## src/hw/rtl/gmd_pkg.sv

```systemverilog
package gmd_pkg;

  // Smallest grid dimension a solve will use
  localparam int unsigned MIN_DIM = 3;

  // Configuration register indexes and reset values
  localparam int unsigned REG_HEIGHT   = 0;
  localparam int unsigned REG_WIDTH    = 1;
  localparam int unsigned HEIGHT_RESET = 21;
  localparam int unsigned WIDTH_RESET  = 41;
  localparam int unsigned CFG_BITS     = 7;

  // Command codes
  typedef enum logic [1:0] {
    OP_WRITE = 2'd0,
    OP_READ  = 2'd1,
    OP_SOLVE = 2'd2
  } op_e;

  // Result status codes
  typedef enum logic [1:0] {
    ST_DONE   = 2'd0,
    ST_FOUND  = 2'd1,
    ST_NOPATH = 2'd2
  } status_e;

  // Cell marks held in the cell store
  typedef enum logic [2:0] {
    MK_OPEN = 3'd0,
    MK_WALL = 3'd1,
    MK_PATH = 3'd2,
    MK_ENTR = 3'd3,
    MK_DEAD = 3'd4
  } mark_e;

  // Neighbor probe order
  typedef enum logic [1:0] {
    DIR_UP    = 2'd0,
    DIR_RIGHT = 2'd1,
    DIR_DOWN  = 2'd2,
    DIR_LEFT  = 2'd3
  } dir_e;

  // Commands to the coordinate stack
  typedef struct packed {
    logic init;  // reset to a single entry (the entrance)
    logic push;  // write at depth, depth + 1
    logic pop;   // depth - 1, read the new top
  } stk_cmd_t;

endpackage

```

## src/hw/rtl/gmd_nbr_step.sv

```systemverilog
module gmd_nbr_step #(
  parameter int unsigned MAX_ROWS = 64,
  parameter int unsigned MAX_COLS = 64
) (
  input  logic [$clog2(MAX_ROWS)-1:0]   cur_row_i,
  input  logic [$clog2(MAX_COLS)-1:0]   cur_col_i,
  input  gmd_pkg::dir_e                 dir_i,
  input  logic [$clog2(MAX_ROWS+1)-1:0] height_i,
  input  logic [$clog2(MAX_COLS+1)-1:0] width_i,
  output logic [$clog2(MAX_ROWS)-1:0]   nb_row_o,
  output logic [$clog2(MAX_COLS)-1:0]   nb_col_o,
  output logic                          nb_ok_o
);

  localparam int unsigned RW = $clog2(MAX_ROWS);
  localparam int unsigned CW = $clog2(MAX_COLS);

  // One step of the shared coordinate unit: neighbor position and in-grid test
  always_comb begin
    nb_row_o = cur_row_i;
    nb_col_o = cur_col_i;
    nb_ok_o  = 1'b0;
    unique case (dir_i)
      gmd_pkg::DIR_UP: begin
        nb_row_o = cur_row_i - RW'(1);
        nb_ok_o  = (cur_row_i != '0);
      end
      gmd_pkg::DIR_RIGHT: begin
        nb_col_o = cur_col_i + CW'(1);
        nb_ok_o  = ((CW+1)'(cur_col_i) + (CW+1)'(1)) < (CW+1)'(width_i);
      end
      gmd_pkg::DIR_DOWN: begin
        nb_row_o = cur_row_i + RW'(1);
        nb_ok_o  = ((RW+1)'(cur_row_i) + (RW+1)'(1)) < (RW+1)'(height_i);
      end
      gmd_pkg::DIR_LEFT: begin
        nb_col_o = cur_col_i - CW'(1);
        nb_ok_o  = (cur_col_i != '0);
      end
    endcase
  end

endmodule

```

## config.mk

```make
export PLATFORM = sky130hd
export DESIGN_NAME = gmd_nbr_step
export DESIGN_NICKNAME = d
export VERILOG_FILES = /design/src/hw/rtl/gmd_pkg.sv /design/src/hw/rtl/gmd_nbr_step.sv
export SDC_FILE = /design/constraint.sdc
export NUM_CORES = 1
export LEC_CHECK = 0
export ABC_AREA = 0
export BUFFER_PORTS_ARGS = -buffer_cell sky130_fd_sc_hd__buf_2
export CAP_MARGIN = 20
export CORE_ASPECT_RATIO = 1.2
export CORE_UTILIZATION = 50
export DETAILED_ROUTE_END_ITERATION = 16
export PLACE_DENSITY = 0.94
export REMOVE_ABC_BUFFERS = 1
export SLEW_MARGIN = 10
export SYNTH_ARGS = -nofsm -noshare
export SYNTH_HDL_FRONTEND = slang
export SYNTH_SLANG_ARGS = --single-unit
```

## constraint.sdc

```tcl
create_clock -name vclk -period 2.6
set_input_delay 0.52 -clock vclk [all_inputs]
set_output_delay 0.52 -clock vclk [all_outputs]
set_load 0.02 [all_outputs]
```

==> results.cfg, run 1 <==
[logic_synthesis]
synth_fa_ha_area_share_pct = 32.3
synth_mux_area_share_pct = 3.20
syn_avg_cell_area_sq_um = 7.38
synth_xor_area_share_pct = 14.1
yosysWarnings = 0
yosys.area.top_type = ha_1
synth_compound_area_share_pct = 23.6
ys_seq_area_share_pct = 0
synth_area_sq_um = 1050
synth-simple-area-share_pct = 18.1
synth.distinct_cells = 34
synth.most_common_cell = ha_1
synthTopCellsByArea = ha_1 28%, xnor2_1 10%, inv_1 6.8%, a21o_1 4.3%, xor2_1 4.2%
synth_common_cells = 24 x ha_1, 19 x inv_1, 12 x xnor2_1
synthCells = 143
synth_top_area_share_pct = 28.5
synth_top_family_by_area = adder cells

[floorplan]
die_w_microns = 43.9
initial_core_util_pct = 55.1
num_rows = 17
die_h_microns = 52.3
ios = 41

[run_status]
haltStage = global routing (5_1_grt)
status = did not finish
stop_error = [ERROR DPL-0038] Utilization greater than 100%, impossible to legalize

[sta]
grt-worst-endpoint = nb_ok_o
endpoint_type = top-level output

[placed_design]
placed_cell_area_sq_um = 1490
placed_cells = 229
hpwl_microns = 2660
place_congestion = 0.934
io_buffers = 41

[grt]
grt_max_degree = 14

[clock_tree]
cts_hold_buf = 0
## kinds of logic after synthesis
kind of cell | count (synthesis)
XOR/XNOR | 17
buffers and inverters | 23
adder cells (fa/ha/maj) | 26
AO/OA/AOI/OAI | 37
AND/OR/NAND/NOR | 37
multiplexers | 3
## repair_timing
item                       4_1_cts
pin swaps                       19
resized for setup               35
setup endpoints to repair        5
cloned                           0
setup buffers                    6
## stage by stage
stage	setup WS [ps]	utilization [%]	setup TNS (ps)
CTS	-89.5	89.7	-89.5
detailed placement	-204	77.8	-617
global placement	-97.6	77.8	-285
floorplan	-53.4	-	-53.4
==> inputs of run 2 (changes only) <==
Settings changed: CORE_AREA set to 2 2 63 65, CORE_ASPECT_RATIO 1.2 to not set, CORE_UTILIZATION 50 to not set, DIE_AREA set to 0 0 65 67, PLACE_DENSITY 0.94 to not set, PLACE_DENSITY_LB_ADDON set to 0.15.
==> run 2 against run 1 <==
The flow now finishes, with violations (negative setup slack). Synthesized cell count is the same. Synthesized area is the same.
==> results.cfg, run 2 <==
[floorplan]
die_w_microns = 65
core-area_sq_um = 3610
die_area_sq_um = 4360
initial_core_util_pct = 29.3
ios = 41
die_h_microns = 67
num_rows = 22

[worst_hold_path]
hold_class = in2out
holdPathStages = 3

[sta]
fin_crit_sh_pct = 102
worst_pin_slew_ps = 302
hold_slack_ps = 1390
fin_ws_ps = -59.3
fmaxAchievable_mhz = 376
hold_viol_final = 0
min_period_ps = 2660
slew_viol_final = 0
rsz0062_at_grt = true
setup_viol = 1
maxSlewHeadroom_pct = 79.9

[layout]
syn_to_final_growth_pct = 76.2
final_cell_mix = 39 x buf_4, 29 x buf_2, 18 x ha_1
seq_area_sq_um = 0
drive_gt1_share_pct = 51.4
nNetsFinal = 274
seq_cells = 0
diodes = 0
fillers = 354
mostFrequentLayoutCell = buf_4
nClkBuffers = 0

[setup_path]
required_ps = 2080
critPathMaxFanout = 2
path_class = in2out
end_kind = primary output
cp.arrival_ps = 2140
cp-start-kind = input port

[logic_synthesis]
synth_top_area_share_pct = 28.5
synthTopCellsByArea = ha_1 28%, xnor2_1 10%, inv_1 6.8%, a21o_1 4.3%, xor2_1 4.2%
synth-simple-area-share_pct = 18.1
synth_mux_area_share_pct = 3.20
synth.most_common_cell = ha_1
synth.distinct_cells = 34
synth_compound_area_share_pct = 23.6
yosysWarnings = 0
synth_common_cells = 24 x ha_1, 19 x inv_1, 12 x xnor2_1
ys_seq_area_share_pct = 0
synth_xor_area_share_pct = 14.1
syn_avg_cell_area_sq_um = 7.38
synth_area_sq_um = 1050
synth_fa_ha_area_share_pct = 32.3
yosys.area.top_type = ha_1
synthCells = 143
synth_top_family_by_area = adder cells

[placed_design]
hpwl_microns = 2670
io_buffers = 41
place_congestion = 0.761

[detailed_routing]
drtIter0Drc = 17
wl_per_cell_microns = 13.0
firstDrtPassIters = 4
routed_wl_microns = 3460
ant_nets = 0
via_per_inst = 4.91
vias = 1307
drc_errors = 0

[grt]
grt-ovfl-total = 0
antenna_found_initial = 0
grt_pass1_vias = 1267
grt_max_degree = 25
track_usage_pct = 15.1
grt_pass1_wl_microns = 5440

[power_and_ir_drop]
power_switching_share_pct = 49.4
combPwrFrac_pct = 100.0
p_per_area_nw_per_um2 = 211
p_leak_nw = 0.925
power.switching_mw = 0.193
clkPwrFrac_pct = 0
p_int_mw = 0.198
pwr-share-seq_pct = 0
power.total_mw = 0.392
ir_drop_v = 0.000108

[run_status]
violations = negative setup slack
status = finished with violations

[run]
max_cap_violations = 0

[clock_tree]
cts_hold_buf = 0
[run 2: routing by layer]
| layer | up-vias | routed length (microns) | global-route usage, % |
|---|---|---|---|
| met5 | - | 0 | 0 |
| met4 | 0 | 0 | 0 |
| met2 | 29 | 1870 | 28.6 |
| li1 | 671 | - | - |
| met1 | 607 | 1450 | 20.2 |
| met3 | 0 | 143 | 0.169 |
[run 2: final timing paths]
path / from / to / slack, ps
worst min-delay path: cur_col_i[5] / nb_col_o[5] / 1390
worst max-delay path: cur_row_i[3] / nb_ok_o / -60
[run 2: stage by stage]
stage	worst slack [ps]	TNS, ps	utilization, %	cells	cell area (sq um)
2_1_floorplan	-53.4	-53.4	-	139	1030
3_3_place_gp	-192	-534	42.9	261	1550
3_5_place_dp	-217	-616	42.9	261	1550
4_1_cts	-56.5	-130	46.2	262	1670
5_1_grt	-155	-268	51.5	266	1860
6_report	-59.3	-59.3	51.5	266	1860
[run 2: kinds of logic after synthesis]
kind of cell | Yosys count
compound gates | 37
xor+xnor | 17
fa+ha+maj | 26
buf+inv | 23
mux | 3
simple gates | 37
[run 2: critical path: stages]
cell	delay, ps
buf_6	70
and3_4	180
nand3_2	60
xnor2_1	130
ha_1	320
a21o_1	170
a211o_1	260
o221ai_2	150
o21a_1	160
buf_6	120
[run 2: power by group through the flow]
stage	combinational, mW	clock, mW	sequential (mW)
final	0.392	0	0
after global routing	0.431	0	0
after CTS	0.352	0	0
after detailed placement	0.320	0	0
after global placement	0.312	0	0
after floorplan	0.178	0	0
[run 2: repair_timing]
item / in CTS / in global routing
setup buffers: 1 / 4
setup endpoints to repair: 5 / 5
pin swaps: 14 / 17
resized for setup: 29 / 32
endpoints found under the hold margin: 0 / 0
[run 2: layout make-up]
| class | instances | area (sq um) | area share, % |
|---|---|---|---|
| Inverter | 19 | 73.8 | 3.97 |
| Tap cell | 48 | 60.1 | 3.23 |
| Timing Repair Buffer | 79 | 566 | 30.4 |
| Multi-Input combinational cell | 120 | 1160 | 62.4 |
No activity file was read; power rests on OpenSTA's default activity.
==> inputs of run 3 (changes only) <==
Settings changed: PLACE_DENSITY_LB_ADDON 0.15 to 0.3.
==> run 3 against run 2 <==
The flow still finishes with violations (negative setup slack). Count of clock-buffer cells in the layout unchanged. Final cell count down 2.3%. Sequential share of layout area is the same. Critical endpoint unchanged. Worst hold slack improved by 11 ps. Highest routed layer unchanged. Maximum frequency grew 1.0%. Via count fell by 2.1%. Largest power group unchanged. Final area fell by 3.8%. Non-clock buffer count is 6 lower. Global-route usage is 1.4 points lower. Sequential cell count is the same. Critical path depth stayed put.
==> results.cfg, run 3 (synthesized netlist as in run 2, its figures left out) <==
[run_status]
status = finished with violations
violations = negative setup slack

[grt]
met3_usage_pct = 0.338
met2_usage_pct = 26.5
grt_pass1_wl_microns = 5000
track_usage_pct = 13.7
grt_pass1_vias = 1223
grt_max_degree = 21
antenna_found_initial = 0
grt-ovfl-total = 0
use_met1_pct = 17.6
top_usage_layer = met2

[run]
max_cap_violations = 0

[layout]
nNetsFinal = 268
drive_gt1_share_pct = 49.5
final_cell_mix = 31 x buf_4, 28 x buf_2, 17 x ha_1
fillers = 366
stdcell_area_sq_um = 1790
diodes = 0
mostFrequentLayoutCell = buf_4
seq_area_sq_um = 0
syn_to_final_growth_pct = 69.4
nClkBuffers = 0
seq_cells = 0

[power_and_ir_drop]
combPwrFrac_pct = 100.0
power.total_mw = 0.373
p_per_area_nw_per_um2 = 209
clkPwrFrac_pct = 0
power_switching_share_pct = 49.5
power.switching_mw = 0.185
p_int_mw = 0.189
p_leak_nw = 0.892
pwr-share-seq_pct = 0
ir_drop_v = 0.000135

[sta]
worst_pin_slew_ps = 303
fin_crit_sh_pct = 101
min_period_ps = 2630
fin_ws_ps = -32.7
maxSlewHeadroom_pct = 79.5
hold_slack_ps = 1400
slew_viol_final = 0
setup_viol = 1
rsz0062_at_grt = true
hold_viol_final = 0
fmaxAchievable_mhz = 380
fin_tns_setup_ps = -32.7

[placed_design]
pre_cts_slack_ps = -148
placed_cell_area_sq_um = 1520
io_buffers = 41
place_congestion = 0.793
hpwl_microns = 2350

[detailed_routing]
ant_nets = 0
drc_errors = 0
vias = 1279
firstDrtPassIters = 3
wl_per_cell_microns = 11.7
drtIter0Drc = 56
via_per_inst = 4.92
routed_wl_microns = 3040

[setup_path]
critPathMaxFanout = 2
path_class = in2out
cp-start-kind = input port
crit_top_cell = buf_6
end_kind = primary output
crit_chain = buf_6 > and3_4 > nand3_2 > xnor2_1 > ha_1 > a21o_1 > a211o_1 > o221ai_2 > o21a_1 > buf_6
required_ps = 2080
critPathBufInv = 2
cp.arrival_ps = 2110
max_stage_delay_ps = 300
crit_family = compound AO/OA/AOI/OAI gates
crit_slowest_cell = ha_1

[floorplan]
die_area_sq_um = 4360
die_w_microns = 65
die_h_microns = 67
initial_core_util_pct = 29.3
num_rows = 22
core-area_sq_um = 3610
ios = 41

[clock_tree]
cts_hold_buf = 0

[worst_hold_path]
hold_class = in2out
## run 3: final cells by class
cell class / count / area, sq um / share of cell area [%]
timing repair buffer: 73 / 527 / 29.5
inverter: 19 / 71.3 / 3.99
multi-input combinational: 120 / 1130 / 63.2
tap: 48 / 60.1 / 3.36
## run 3: per-stage QoR
stage	util, %	cells
after detailed placement	42.1	257
final	49.5	260
after global routing	49.5	260
after CTS	45.2	258
after global placement	42.1	257
after floorplan	-	139
## run 3: power by group through the flow
| stage | clock network, mW | logic [mW] | registers [mW] |
|---|---|---|---|
| after detailed placement | 0 | 0.313 | 0 |
| after CTS | 0 | 0.338 | 0 |
| after floorplan | 0 | 0.178 | 0 |
| after global routing | 0 | 0.414 | 0 |
| final | 0 | 0.373 | 0 |
| after global placement | 0 | 0.311 | 0 |
## run 3: path summary, 6_finish.rpt
kind	from	cells past startpoint	end
max	cur_row_i[4]	10	nb_ok_o
min	cur_col_i[5]	3	nb_col_o[5]
## run 3: routing by layer
layer / vias to the layer above / share of wire, %
met5: - / 0
met1: 593 / 46
met4: 0 / 0
met2: 32 / 49
li1: 654 / -
met3: 0 / 4.5
## run 3: timing repair
| action | in CTS | in global routing |
|---|---|---|
| cloned | 0 | 0 |
| buffers inserted | 1 | 3 |
| pin swaps | 14 | 24 |
| setup endpoints to repair | 5 | 5 |
| resized for setup | 23 | 37 |
